### src/hdl/ihbr_pkg.sv
// Shared types, constants and lookup functions for the HID boot report builder.
package ihbr_pkg;

    localparam int KEY_SLOTS_DEF = 6;
    localparam int MAX_SLOTS     = 6;
    localparam int KEYS_W        = 8 * MAX_SLOTS;

    // event kinds
    localparam logic [4:0] KIND_SYNC = 5'd0;
    localparam logic [4:0] KIND_KEY  = 5'd1;
    localparam logic [4:0] KIND_REL  = 5'd2;

    // codes
    localparam logic [9:0] CODE_SYN_REPORT = 10'd0;
    localparam logic [9:0] CODE_BTN_LEFT   = 10'd272;
    localparam logic [9:0] CODE_BTN_RIGHT  = 10'd273;
    localparam logic [9:0] CODE_BTN_MIDDLE = 10'd274;
    localparam logic [9:0] AXIS_X          = 10'd0;
    localparam logic [9:0] AXIS_Y          = 10'd1;
    localparam logic [9:0] AXIS_WHEEL      = 10'd8;

    // key values
    localparam logic signed [31:0] VAL_PRESS  = 32'sd1;
    localparam logic signed [31:0] VAL_REPEAT = 32'sd2;

    localparam logic signed [31:0] ACC_MAX  = 32'sh7FFF_FFFF;
    localparam logic signed [31:0] ACC_MIN  = 32'sh8000_0000;
    localparam logic signed [31:0] MOVE_MAX = 32'sd127;
    localparam logic signed [31:0] MOVE_MIN = -32'sd127;

    localparam logic [0:0] REPORT_KBD   = 1'b0;
    localparam logic [0:0] REPORT_MOUSE = 1'b1;

    typedef struct packed {
        logic [4:0]         kind;
        logic [9:0]         event_code;
        logic signed [31:0] event_value;
    } event_t;

    // decoded event, shared by the keyboard and mouse sections
    typedef struct packed {
        logic               key_evt;    // key event, not auto-repeat
        logic               press;
        logic [7:0]         mod_mask;
        logic [7:0]         usage;
        logic [2:0]         btn_mask;
        logic               axis_x;
        logic               axis_y;
        logic               axis_wheel;
        logic               sync;
        logic signed [31:0] delta;
    } dec_t;

    function automatic logic [7:0] mod_mask_of(input logic [9:0] code);
        case (code)
            10'd29:  return 8'h01;
            10'd42:  return 8'h02;
            10'd56:  return 8'h04;
            10'd125: return 8'h08;
            10'd97:  return 8'h10;
            10'd54:  return 8'h20;
            10'd100: return 8'h40;
            10'd126: return 8'h80;
            default: return 8'h00;
        endcase
    endfunction

    function automatic logic [2:0] btn_mask_of(input logic [9:0] code);
        case (code)
            CODE_BTN_LEFT:   return 3'b001;
            CODE_BTN_RIGHT:  return 3'b010;
            CODE_BTN_MIDDLE: return 3'b100;
            default:         return 3'b000;
        endcase
    endfunction

    // key code to HID usage, zero = unmapped
    function automatic logic [7:0] usage_of(input logic [6:0] code);
        case (code)
            7'd1:   return 8'h29;
            7'd2:   return 8'h1E;  7'd3:   return 8'h1F;  7'd4:   return 8'h20;
            7'd5:   return 8'h21;  7'd6:   return 8'h22;  7'd7:   return 8'h23;
            7'd8:   return 8'h24;  7'd9:   return 8'h25;  7'd10:  return 8'h26;
            7'd11:  return 8'h27;  7'd12:  return 8'h2D;  7'd13:  return 8'h2E;
            7'd14:  return 8'h2A;  7'd15:  return 8'h2B;  7'd16:  return 8'h14;
            7'd17:  return 8'h1A;  7'd18:  return 8'h08;  7'd19:  return 8'h15;
            7'd20:  return 8'h17;  7'd21:  return 8'h1C;  7'd22:  return 8'h18;
            7'd23:  return 8'h0C;  7'd24:  return 8'h12;  7'd25:  return 8'h13;
            7'd26:  return 8'h2F;  7'd27:  return 8'h30;  7'd28:  return 8'h28;
            7'd30:  return 8'h04;  7'd31:  return 8'h16;  7'd32:  return 8'h07;
            7'd33:  return 8'h09;  7'd34:  return 8'h0A;  7'd35:  return 8'h0B;
            7'd36:  return 8'h0D;  7'd37:  return 8'h0E;  7'd38:  return 8'h0F;
            7'd39:  return 8'h33;  7'd40:  return 8'h34;  7'd41:  return 8'h35;
            7'd43:  return 8'h31;  7'd44:  return 8'h1D;  7'd45:  return 8'h1B;
            7'd46:  return 8'h06;  7'd47:  return 8'h19;  7'd48:  return 8'h05;
            7'd49:  return 8'h11;  7'd50:  return 8'h10;  7'd51:  return 8'h36;
            7'd52:  return 8'h37;  7'd53:  return 8'h38;  7'd55:  return 8'h55;
            7'd57:  return 8'h2C;  7'd58:  return 8'h39;  7'd59:  return 8'h3A;
            7'd60:  return 8'h3B;  7'd61:  return 8'h3C;  7'd62:  return 8'h3D;
            7'd63:  return 8'h3E;  7'd64:  return 8'h3F;  7'd65:  return 8'h40;
            7'd66:  return 8'h41;  7'd67:  return 8'h42;  7'd68:  return 8'h43;
            7'd69:  return 8'h53;  7'd70:  return 8'h47;  7'd71:  return 8'h5F;
            7'd72:  return 8'h60;  7'd73:  return 8'h61;  7'd74:  return 8'h56;
            7'd75:  return 8'h5C;  7'd76:  return 8'h5D;  7'd77:  return 8'h5E;
            7'd78:  return 8'h57;  7'd79:  return 8'h59;  7'd80:  return 8'h5A;
            7'd81:  return 8'h5B;  7'd82:  return 8'h62;  7'd83:  return 8'h63;
            7'd86:  return 8'h64;  7'd87:  return 8'h44;  7'd88:  return 8'h45;
            7'd96:  return 8'h58;  7'd98:  return 8'h54;  7'd99:  return 8'h46;
            7'd102: return 8'h4A;  7'd103: return 8'h52;  7'd104: return 8'h4B;
            7'd105: return 8'h50;  7'd106: return 8'h4F;  7'd107: return 8'h4D;
            7'd108: return 8'h51;  7'd109: return 8'h4E;  7'd110: return 8'h49;
            7'd111: return 8'h4C;  7'd119: return 8'h48;  7'd127: return 8'h65;
            default: return 8'h00;
        endcase
    endfunction

    function automatic logic signed [31:0] sat_add(input logic signed [31:0] a,
                                                   input logic signed [31:0] d);
        logic signed [32:0] s;
        s = {a[31], a} + {d[31], d};
        if (s[32] != s[31])
            return s[32] ? ACC_MIN : ACC_MAX;
        return s[31:0];
    endfunction

    function automatic logic signed [7:0] clamp_move(input logic signed [31:0] a);
        if (a > MOVE_MAX)
            return MOVE_MAX[7:0];
        if (a < MOVE_MIN)
            return MOVE_MIN[7:0];
        return a[7:0];
    endfunction

endpackage

### src/hdl/ihbr_kbd.sv
// Keyboard state: modifier byte and pressed-key slots.
module ihbr_kbd
    import ihbr_pkg::*;
#(
    parameter int KEY_SLOTS = KEY_SLOTS_DEF
)
(
    input  logic              clk,
    input  logic              rst_n,
    input  logic              fire,
    input  dec_t              dec,
    output logic              hit,
    output logic [7:0]        mods,
    output logic [KEYS_W-1:0] keys
);

    logic [7:0] mods_reg;
    logic [7:0] mods_next;
    logic [7:0] slot_reg  [KEY_SLOTS];
    logic [7:0] slot_next [KEY_SLOTS];
    logic       mod_hit;
    logic       key_hit;

    assign mod_hit = dec.key_evt && (dec.mod_mask != 8'h00);
    assign key_hit = dec.key_evt && (dec.mod_mask == 8'h00) && (dec.usage != 8'h00);
    assign hit     = mod_hit || key_hit;

    always_comb
    begin
        mods_next = mods_reg;
        if (mod_hit)
        begin
            if (dec.press)
                mods_next = mods_reg | dec.mod_mask;
            else
                mods_next = mods_reg & ~dec.mod_mask;
        end
    end

    always_comb
    begin
        logic held;
        logic done;
        held = 1'b0;
        done = 1'b0;
        for (int i = 0; i < KEY_SLOTS; i++)
        begin
            slot_next[i] = slot_reg[i];
            if (slot_reg[i] == dec.usage)
                held = 1'b1;
        end
        if (key_hit)
        begin
            for (int i = 0; i < KEY_SLOTS; i++)
            begin
                if (dec.press)
                begin
                    // first empty slot takes the usage unless already held
                    if (!held && !done && slot_reg[i] == 8'h00)
                    begin
                        slot_next[i] = dec.usage;
                        done = 1'b1;
                    end
                end
                else if (!done && slot_reg[i] == dec.usage)
                begin
                    slot_next[i] = 8'h00;
                    done = 1'b1;
                end
            end
        end
    end

    always_ff @(posedge clk or negedge rst_n)
    begin
        if (!rst_n)
        begin
            mods_reg <= '0;
            for (int i = 0; i < KEY_SLOTS; i++)
                slot_reg[i] <= '0;
        end
        else if (fire)
        begin
            mods_reg <= mods_next;
            for (int i = 0; i < KEY_SLOTS; i++)
                slot_reg[i] <= slot_next[i];
        end
    end

    assign mods = mods_next;

    for (genvar g = 0; g < MAX_SLOTS; g++)
    begin : g_keys
        if (g < KEY_SLOTS)
        begin : g_used
            assign keys[8*g +: 8] = slot_next[g];
        end
        else
        begin : g_unused
            assign keys[8*g +: 8] = 8'h00;
        end
    end

endmodule

### src/hdl/ihbr_mouse.sv
// Mouse state: button bits and saturating motion accumulators.
module ihbr_mouse
    import ihbr_pkg::*;
(
    input  logic              clk,
    input  logic              rst_n,
    input  logic              fire,
    input  dec_t              dec,
    output logic              hit,
    output logic [2:0]        buttons,
    output logic signed [7:0] move_x,
    output logic signed [7:0] move_y,
    output logic signed [7:0] move_wheel
);

    logic [2:0]         btn_reg;
    logic [2:0]         btn_next;
    logic signed [31:0] acc_x_reg;
    logic signed [31:0] acc_y_reg;
    logic signed [31:0] acc_w_reg;
    logic               btn_hit;
    logic               sync_hit;

    assign btn_hit  = dec.key_evt && (dec.mod_mask == 8'h00) && (dec.usage == 8'h00)
                      && (dec.btn_mask != 3'b000);
    assign sync_hit = dec.sync
                      && (acc_x_reg != '0 || acc_y_reg != '0 || acc_w_reg != '0);
    assign hit      = btn_hit || sync_hit;

    always_comb
    begin
        btn_next = btn_reg;
        if (btn_hit)
        begin
            if (dec.press)
                btn_next = btn_reg | dec.btn_mask;
            else
                btn_next = btn_reg & ~dec.btn_mask;
        end
    end

    always_ff @(posedge clk or negedge rst_n)
    begin
        if (!rst_n)
        begin
            btn_reg   <= '0;
            acc_x_reg <= '0;
            acc_y_reg <= '0;
            acc_w_reg <= '0;
        end
        else if (fire)
        begin
            btn_reg <= btn_next;
            if (hit)
            begin
                // a flush empties all axes
                acc_x_reg <= '0;
                acc_y_reg <= '0;
                acc_w_reg <= '0;
            end
            else if (dec.axis_x)
                acc_x_reg <= sat_add(acc_x_reg, dec.delta);
            else if (dec.axis_y)
                acc_y_reg <= sat_add(acc_y_reg, dec.delta);
            else if (dec.axis_wheel)
                acc_w_reg <= sat_add(acc_w_reg, dec.delta);
        end
    end

    assign buttons    = btn_next;
    assign move_x     = clamp_move(acc_x_reg);
    assign move_y     = clamp_move(acc_y_reg);
    assign move_wheel = clamp_move(acc_w_reg);

endmodule

### src/hdl/input_events_to_hid_boot_reports_core.sv
// Top level of the input event to HID boot keyboard/mouse report builder.
//
// Input channel s_axis: one input event per item. tuser carries the event kind
// (0 sync, 1 key, 2 relative motion), tdata the code and the signed value.
// Output channel m_axis: at most one report per event. tuser[0] is 0 for a
// keyboard report and 1 for a mouse report; tdata carries the lead byte,
// six key usage bytes and the three clamped motion bytes.
//
// Events that change no report (auto-repeat, motion, unmapped codes, syncs
// with no pending motion) are consumed silently and only update state.
//
// An item is held in the input register, then the decode and state update run
// in one pass into the output register, which drives m_axis_tvalid. Throughput
// is one item per cycle while m_axis does not stall.
//
// A stall on m_axis holds the report in the output register; the input
// register keeps one more item, then s_axis_tready drops until the report
// is taken. Reset clears modifiers, key slots, buttons, accumulators and
// both valid flags.
module input_events_to_hid_boot_reports_core
    import ihbr_pkg::*;
#(
    parameter int KEY_SLOTS = KEY_SLOTS_DEF
)
(
    input  logic        clk,
    input  logic        rst_n,
    input  logic        s_axis_tvalid,
    output logic        s_axis_tready,
    input  logic [47:0] s_axis_tdata,   // event_code[9:0], event_value[41:10], zero pad
    input  logic [4:0]  s_axis_tuser,   // kind
    output logic        m_axis_tvalid,
    input  logic        m_axis_tready,
    output logic [79:0] m_axis_tdata,   // lead_byte, pressed_keys, move_x, move_y, move_wheel
    output logic [0:0]  m_axis_tuser    // report_kind
);

    // input register
    logic              in_valid_reg;
    event_t            in_reg;
    logic              fire;

    // decode
    dec_t              dec;
    logic              kbd_hit;
    logic [7:0]        kbd_mods;
    logic [KEYS_W-1:0] kbd_keys;
    logic              mouse_hit;
    logic [2:0]        mouse_btns;
    logic signed [7:0] mouse_x;
    logic signed [7:0] mouse_y;
    logic signed [7:0] mouse_w;

    // output register
    logic              out_valid_reg;
    logic              out_valid_next;
    logic [0:0]        out_kind_reg;
    logic [7:0]        out_lead_reg;
    logic [KEYS_W-1:0] out_keys_reg;
    logic signed [7:0] out_x_reg;
    logic signed [7:0] out_y_reg;
    logic signed [7:0] out_w_reg;

    // event moves to the output stage when that stage is free or draining
    assign fire          = in_valid_reg && (!out_valid_reg || m_axis_tready);
    assign s_axis_tready = !in_valid_reg || fire;

    always_ff @(posedge clk or negedge rst_n)
    begin
        if (!rst_n)
            in_valid_reg <= 1'b0;
        else if (s_axis_tready)
            in_valid_reg <= s_axis_tvalid;
    end

    always_ff @(posedge clk)
    begin
        if (s_axis_tready && s_axis_tvalid)
        begin
            in_reg.kind        <= s_axis_tuser;
            in_reg.event_code  <= s_axis_tdata[9:0];
            in_reg.event_value <= s_axis_tdata[41:10];
        end
    end

    // event decode; auto-repeat drops the key event entirely
    always_comb
    begin
        dec.key_evt    = (in_reg.kind == KIND_KEY) && (in_reg.event_value != VAL_REPEAT);
        dec.press      = (in_reg.event_value == VAL_PRESS);
        dec.mod_mask   = mod_mask_of(in_reg.event_code);
        dec.usage      = (in_reg.event_code[9:7] == 3'b000)
                         ? usage_of(in_reg.event_code[6:0]) : 8'h00;
        dec.btn_mask   = btn_mask_of(in_reg.event_code);
        dec.axis_x     = (in_reg.kind == KIND_REL) && (in_reg.event_code == AXIS_X);
        dec.axis_y     = (in_reg.kind == KIND_REL) && (in_reg.event_code == AXIS_Y);
        dec.axis_wheel = (in_reg.kind == KIND_REL) && (in_reg.event_code == AXIS_WHEEL);
        dec.sync       = (in_reg.kind == KIND_SYNC) && (in_reg.event_code == CODE_SYN_REPORT);
        dec.delta      = in_reg.event_value;
    end

    ihbr_kbd #(
        .KEY_SLOTS (KEY_SLOTS)
    ) u_kbd (
        .clk   (clk),
        .rst_n (rst_n),
        .fire  (fire),
        .dec   (dec),
        .hit   (kbd_hit),
        .mods  (kbd_mods),
        .keys  (kbd_keys)
    );

    ihbr_mouse u_mouse (
        .clk        (clk),
        .rst_n      (rst_n),
        .fire       (fire),
        .dec        (dec),
        .hit        (mouse_hit),
        .buttons    (mouse_btns),
        .move_x     (mouse_x),
        .move_y     (mouse_y),
        .move_wheel (mouse_w)
    );

    always_comb
    begin
        if (fire && (kbd_hit || mouse_hit))
            out_valid_next = 1'b1;
        else if (m_axis_tready)
            out_valid_next = 1'b0;
        else
            out_valid_next = out_valid_reg;
    end

    always_ff @(posedge clk or negedge rst_n)
    begin
        if (!rst_n)
            out_valid_reg <= 1'b0;
        else
            out_valid_reg <= out_valid_next;
    end

    always_ff @(posedge clk)
    begin
        if (fire && kbd_hit)
        begin
            out_kind_reg <= REPORT_KBD;
            out_lead_reg <= kbd_mods;
            out_keys_reg <= kbd_keys;
            out_x_reg    <= '0;
            out_y_reg    <= '0;
            out_w_reg    <= '0;
        end
        else if (fire && mouse_hit)
        begin
            out_kind_reg <= REPORT_MOUSE;
            out_lead_reg <= {5'b00000, mouse_btns};
            out_keys_reg <= '0;
            out_x_reg    <= mouse_x;
            out_y_reg    <= mouse_y;
            out_w_reg    <= mouse_w;
        end
    end

    assign m_axis_tvalid = out_valid_reg;
    assign m_axis_tuser  = out_kind_reg;
    assign m_axis_tdata  = {out_w_reg, out_y_reg, out_x_reg, out_keys_reg, out_lead_reg};

endmodule

### config.mk
export PLATFORM = sky130hd
export DESIGN_NAME = input_events_to_hid_boot_reports_core
export DESIGN_NICKNAME = d
export VERILOG_FILES = /design/src/hdl/ihbr_pkg.sv /design/src/hdl/ihbr_kbd.sv /design/src/hdl/ihbr_mouse.sv /design/src/hdl/input_events_to_hid_boot_reports_core.sv
export SDC_FILE = /design/constraint.sdc
export NUM_CORES = 1
export LEC_CHECK = 0
export BUFFER_PORTS_ARGS = -buffer_cell sky130_fd_sc_hd__buf_2
export CAP_MARGIN = 25
export CELL_PAD_IN_SITES_DETAIL_PLACEMENT = 0
export CELL_PAD_IN_SITES_GLOBAL_PLACEMENT = 1
export CORE_ASPECT_RATIO = 0.75
export CORE_MARGIN = 8
export CORE_UTILIZATION = 48
export CTS_CLUSTER_SIZE = 16
export DETAILED_ROUTE_END_ITERATION = 10
export GPL_TIMING_DRIVEN = 0
export MAX_ROUTING_LAYER = met4
export PLACE_DENSITY_LB_ADDON = 0.1
export SYNTH_ARGS = -nofsm -noshare
export SYNTH_HDL_FRONTEND = slang
export SYNTH_SLANG_ARGS = --single-unit
### constraint.sdc
create_clock -name clk -period 4.87 [get_ports clk]
set_input_delay 0.487 -clock clk [delete_from_list [all_inputs] [get_ports clk]]
set_output_delay 0.487 -clock clk [all_outputs]
set_load 0.02 [all_outputs]
* After elaboration in Yosys (flattened, before gate mapping)
Memories as Yosys holds them, arrays and structs flattened. A register that Yosys moved wholly into a read port is not among the register bits.
Cells that the tools add are included.
** Word-level totals
- Register bits after elaboration :: 285
- ROM bits :: 896
- Input bits :: 57
- Output and inout port bits :: 83
- Logic and storage cells :: 250
- Memories :: 1
** Memories
- (name not given) :: words 128, width 7, rd ports 1, clocked after memory_dff 1, wr ports 0, line ihbr_pkg.sv:79 : case (code)
** Operators by class
- Add/subtract/negate cells :: 3
- $lt $le $gt $ge :: 6
- Equal/unequal tests :: 28
- Muxes and demuxes :: 112
- Bitwise operators :: 6
- Reduce and logical (&&, ||, !) cells :: 72
** Operator list (count)
- two-way mux 32 bit :: 18
- two-way mux 8 bit :: 35
- two-way mux 48 bit :: 3
- adder 32 x 32 -> 33 bit :: 3
- greater-than comparator 32 x 8 -> 1 bit (second input constant) :: 3
- less-than comparator 32 x 8 -> 1 bit (second input constant) :: 3
- nonzero test 32 bit :: 3
- zero test 8 bit :: 8
- one-hot mux 8 bit (8 select lines) :: 1
- two-way mux 1 bit :: 51
- equality test 8 bit :: 6
- equality test 10 x 7 -> 1 bit (second input constant) :: 4
- equality test 32 x 2 -> 1 bit (second input constant) :: 1
- logical AND 1 bit :: 32
- inequality test 32 x 3 -> 1 bit (second input constant) :: 1
- equality test 10 x 6 -> 1 bit (second input constant) :: 3
- equality test 10 x 9 -> 1 bit (second input constant) :: 3
- nonzero test 8 bit :: 2
- equality test 10 x 1 -> 1 bit (second input constant) :: 1
- equality test 10 x 4 -> 1 bit (second input constant) :: 1
- equality test 10 x 5 -> 1 bit (second input constant) :: 1
- zero test 10 bit :: 1
- nonzero test 2 bit :: 5
- one-hot mux 3 bit (3 select lines) :: 1
- 20 further kinds :: 37

* Depth between registers and ports, before layout
- Word-level depth :: 45
- Mapped depth :: 13
- Gate-level depth less buffers :: 11

* Cells and area by module
A second synthesis with hierarchy kept.
** Unflattened totals
- Cells, all modules :: 2217
- Area, all modules :: 19894.1 um^2
** By module, submodules not included
- ihbr_mouse :: times used 1, cells an instance 1145, area each 9275.1 um^2, sequential area each 2477.4 um^2
- input_events_to_hid_boot_reports_core :: times used 1, cells an instance 599, area each 6472.5 um^2, sequential area each 3783.6 um^2
- ihbr_kbd :: times used 1, cells an instance 473, area each 4146.5 um^2, sequential area each 1401.3 um^2

* Least setup slack after synthesis
No wires, ideal clock.
- Path type :: reg-to-reg
- Start :: reg in_reg[40] (netlist bit)
- End :: reg out_keys_reg[0], enable pin
- Setup time :: 415 ps
- Data arrival time :: 3584 ps
- Data required time :: 4455 ps
- Slack :: 871 ps
- Cell stages (with the launch flop) :: 12
- Path buffers :: 4
- Clock period less this slack :: 3999 ps
- Cell sequence :: edfxtp_1 buf_4 nor3_1 nand3b_1 a21oi_1 nor3_1 nand2b_1 clkbuf_1 a21o_1 clkbuf_1 clkbuf_1 nand2_1
** On the way
- Cells in the longest elaborated chain, start to end :: 9
- Elaborated cells between the ends (all ways) :: 33
- Classes of those cells :: eq/ne: 11; mux: 3; reduce/logical: 19
** Ends and longest elaborated chain
- start: declaration :: line input_events_to_hid_boot_reports_core.sv:40 : event_t in_reg;
- equality test 10 x 7 -> 1 bit, or another cell as far along :: line ihbr_pkg.sv:55 : case (code)
- one-hot mux 8 bit (8 select lines) :: line ihbr_pkg.sv:55
- zero test 8 bit :: line ihbr_kbd.sv:25, ihbr_mouse.sv:24
- logical AND 1 bit :: line ihbr_kbd.sv:25, ihbr_mouse.sv:24
- logical AND 1 bit :: line ihbr_mouse.sv:24 : assign btn_hit = dec.key_evt && (dec.mod_mask == 8'h00) && (dec.usage == 8'h00)
- logical AND 1 bit :: line ihbr_mouse.sv:25 : && (dec.btn_mask != 3'b000);
- logical OR 1 bit :: line ihbr_mouse.sv:28 : assign hit = btn_hit || sync_hit;
- logical AND 1 bit :: line input_events_to_hid_boot_reports_core.sv:155 : else if (fire && mouse_hit)
- nonzero test 2 bit (no source line) *
- end signal: assignment :: line input_events_to_hid_boot_reports_core.sv:150 : out_keys_reg <= kbd_keys;
- end: declaration :: line input_events_to_hid_boot_reports_core.sv:59 : logic [KEYS_W-1:0] out_keys_reg;
Every way passes the cells marked *; elsewhere a longest branch is shown, timed or not.
A chain may end at the register's enable or synchronous reset.

* Worst setup path after layout
- Start :: reg in_reg, in the netlist dec[0]
- End :: reg u_mouse.acc_y_reg[27]
** On the way
- Cells in the longest elaborated chain, start to end :: 11
- Elaborated cells between the ends (all ways) :: 22
- Classes of those cells :: add/sub: 1; eq/ne: 3; mux: 11; reduce/logical: 7
** Ends and longest elaborated chain
- adder 32 x 32 -> 33 bit :: line ihbr_pkg.sv:120 : s = {a[31], a} + {d[31], d};
- inequality test 1 bit :: line ihbr_pkg.sv:121 : if (s[32] != s[31])
- two-way mux 1 bit :: line ihbr_pkg.sv:121
- two-way mux 1 bit :: line ihbr_mouse.sv:63 : else if (dec.axis_y)
- two-way mux 1 bit :: line ihbr_mouse.sv:61 : else if (dec.axis_x)
- two-way mux 1 bit :: line ihbr_mouse.sv:54 : if (hit)
- two-way mux 1 bit :: line ihbr_mouse.sv:51 : else if (fire)
- two-way mux 32 bit :: line ihbr_pkg.sv:123 : return s[31:0];
- two-way mux 32 bit :: line ihbr_mouse.sv:63
- two-way mux 32 bit :: line ihbr_mouse.sv:61
- two-way mux 32 bit :: line ihbr_mouse.sv:54
- end signal: assignment :: line ihbr_mouse.sv:64 : acc_y_reg <= sat_add(acc_y_reg, dec.delta);
- end: declaration :: line ihbr_mouse.sv:19 : logic signed [31:0] acc_y_reg;
Several ways; a longest one is shown, not always the timed one. The select of a mux whose other input is x is not followed.

==> impl_metrics.ini <==
[setup_path]
cp.arrival_ps = 5050
cp_slowest_cell = a2111oi_0
crit_path_end_kind = flip-flop
slowest_delay_ps = 630
startpoint_type = flip-flop
critical_path_peak_fanout = 10
critPathRequiredTime_ps = 5280
path_class = flip-flop to flip-flop
worstPathCellList = ha_1 > fa_1 > a211oi_1 > o21bai_1 > a2111oi_0 > buf_1 > o211a_1 > o211a_1 > o211ai_1 > o21ai_0 > or3_1 > clkbuf_1 > clkbuf_1 > o211ai_1

[placed_design]
place_hpwl_um = 50100
port-buffer-count = 133
gp_congestion = 0.9583

[floorplan]
dieArea_um2 = 46200
coreArea_um2 = 39260
die_w_um = 245.6
ios = 140
initial_utilization = 0.4832
row_count = 63
die-height_um = 188.2

[sta]
hold_slack_ps = 61.73
rsz0062_at_grt = no
finalCritPeriodShare = 0.9532
worst_pin_slew_ps = 1059
fmax_mhz = 215.4
hold_violations = 0
skew_ps = 22.59
slew_headroom = 0.2865
setup_violations = 0
timing.final.max_slew_violations = 0
final.min_clock_period_ps = 4642

[finish]
nets = 2421
mostFrequentLayoutCell = nand2_1
drive_above_1_share = 0.1143
syn_to_final_growth_pct = 13.34
nFillCells = 3626
final_cell_mix = nand2_1 (234), nor2_1 (168), o21ai_0 (159)
regArea_um2 = 7662
multi_input_area_um2 = 10770
antenna_cells = 0
fin_util = 0.5477

[global_routing]
antenna_found_initial = 1
grt_pass1_wl_um = 101700
grt_usage = 0.2869
first_global_vias = 16610
grt_max_degree = 112
grt_overflow = 0

[route]
ant_nets = 0
via_per_inst = 6.394
vias = 17920
wl_um = 66410
drtPass1Iterations = 5
avgRoutedWirePerCell_um = 23.69
drc_errors = 0
first_iter_violations = 2013

[pwr]
power_mw = 5.946
internal-power_mw = 4.266
power_frac_clock = 0.417
leakagePower_nw = 9.141
power.share.switching = 0.2825
power_switching_mw = 1.680
share_comb_of_total_power = 0.134
p_seq_frac = 0.449
pwr_density_cell_nw_per_um2 = 276.5
ir_worst_vdd_v = 0.0002729

[logic_synthesis]
syn_area_um2 = 18970
ys_types = 84
ys_seq_area_frac = 0.4039
syn_nets = 2244
async_reset_ff_frac = 0.5377
syn-instance-count = 2081
syn_avg_cell_area_um2 = 9.116
ys_warn_count = 0
synth_edf_count = 103
synthFlopType = dfrtp_1
ys_ff_latch = 292

[cts]
cts_setup_buffers = 0
clockBufferDepth = 3
cts.sinks = 292
cts_root_buffer = clkbuf_16
clk_pin_slew_ps = 70
cts_buffers = 31
clk_latency_ps = 600
htree_levels = 1
cts_tree = yes

[hold_path]
hp-class = input pin to flip-flop

[flow_run]
max_cap_viol_count = 0

[outcome]
status = finished, final reports clean
logic make-up (layout without fill, tap and decap cells):
kind of cell | Yosys count | after routing | synth area share
and+or+nand+nor | 728 | 728 | 0.1931
AOI/OAI and AO/OA | 661 | 661 | 0.2297
DFF | 292 | 292 | 0.4039
buffers and inverters | 143 | 345 | 0.02988
xor gates and xnor gates | 119 | 119 | 0.05494
adders and majority gates | 110 | 110 | 0.07321
muxes | 28 | 28 | 0.01524
cell usage after synthesis (all sizes together) (7+ instances only):
library cell  number  area share
nand2            237       0.047
nor2             168       0.033
o21ai            165       0.044
dfrtp            157        0.21
a21oi            136       0.036
edfxtp           103        0.16
ha               103       0.068
clkbuf            82       0.016
xnor2             78       0.036
o211ai            73       0.029
nor3              56       0.017
nor4              48       0.018
nand4             47       0.016
a21o              46       0.018
inv               41      0.0081
xor2              41       0.019
a22o              39       0.018
nand3             37      0.0098
dfxtp             32       0.034
a211oi            25      0.0099
and3              24      0.0079
a22oi             21      0.0083
mux2i             21       0.011
o21a              20      0.0079
buf               19      0.0053
o22ai             17      0.0056
and2              15      0.0049
nand2b            15      0.0049
nor2b             14      0.0046
o31ai             13      0.0051
a31oi             12      0.0040
nor4b             11      0.0080
o21bai            11      0.0044
a311oi            10      0.0046
or4               10      0.0040
or3                9      0.0030
nor3b              8      0.0034
or2                8      0.0026
a211o              7      0.0032
mux2               7      0.0042
layout make-up:
class                      count  share of cell area
clock inverter                23             0.01094
buffer                       101             0.01955
clock buffer                  35             0.03771
tap                          520             0.03026
timing repair buffer         144             0.03695
inverter                      42            0.007332
sequential                   292              0.3564
multi-input combinational   1646              0.5009
layer usage:
layer / routed length [um] / vias up / track usage
met5: 0 / - / -
met3: 6723 / 98 / 0.06142
met4: 1466 / 0 / 0.05914
li1: - / 8234 / -
met1: 33030 / 8730 / 0.4553
met2: 25190 / 861 / 0.3611
path summary, 6_finish.rpt:
path	from	endpoint	slack, ps	cells past startpoint
worst min register to register	u_mouse.btn_reg[2]	u_mouse.btn_reg[2]	490	2
worst max register to register	dec[0]	u_mouse.acc_y_reg[27]	230	14
min in group asynchronous	rst_n	u_mouse.acc_w_reg[24]	390	2
worst min-delay path	s_axis_tdata[26]	dec[16]	60	1
worst max-delay path	dec[0]	u_mouse.acc_y_reg[27]	230	14
max in group asynchronous	rst_n	u_kbd.slot_reg[2]	3470	3
power groups by stage:
stage	clock network [mW]	logic (mW)	registers, mW
after detailed placement	0	0.771	2.72
final	2.48	0.796	2.67
after CTS	2.51	0.776	2.67
after global placement	0	0.763	2.72
after global routing	2.60	0.868	2.67
after floorplan	0	0.528	2.67
worst max-delay path: cells and delay by family, from the launching register on:
family          cells  cell delay (ps)
buf+inv             3             1080
compound gates      8             1920
simple gates        1              150
fa+ha+maj           2              750
flops               1              550
stage by stage:
stage	setup slack, ps	instances	setup TNS (ps)	instance area, um2
final	228.0	2803	0	21500
after global routing	14.22	2803	0	21500
after CTS	33.70	2801	0	21450
after detailed placement	104.0	2742	0	20390
after global placement	-863.3	2734	-48620	20290
after floorplan	870.5	2081	0	18970
what timing repair did:
item | CTS | global route
hold endpoints to repair | 46 | 0
gates resized for setup | 0 | 16
hold buffers | 1 | 0
endpoints found under the setup margin | 0 | 110
(Power assumes the default switching activity.)
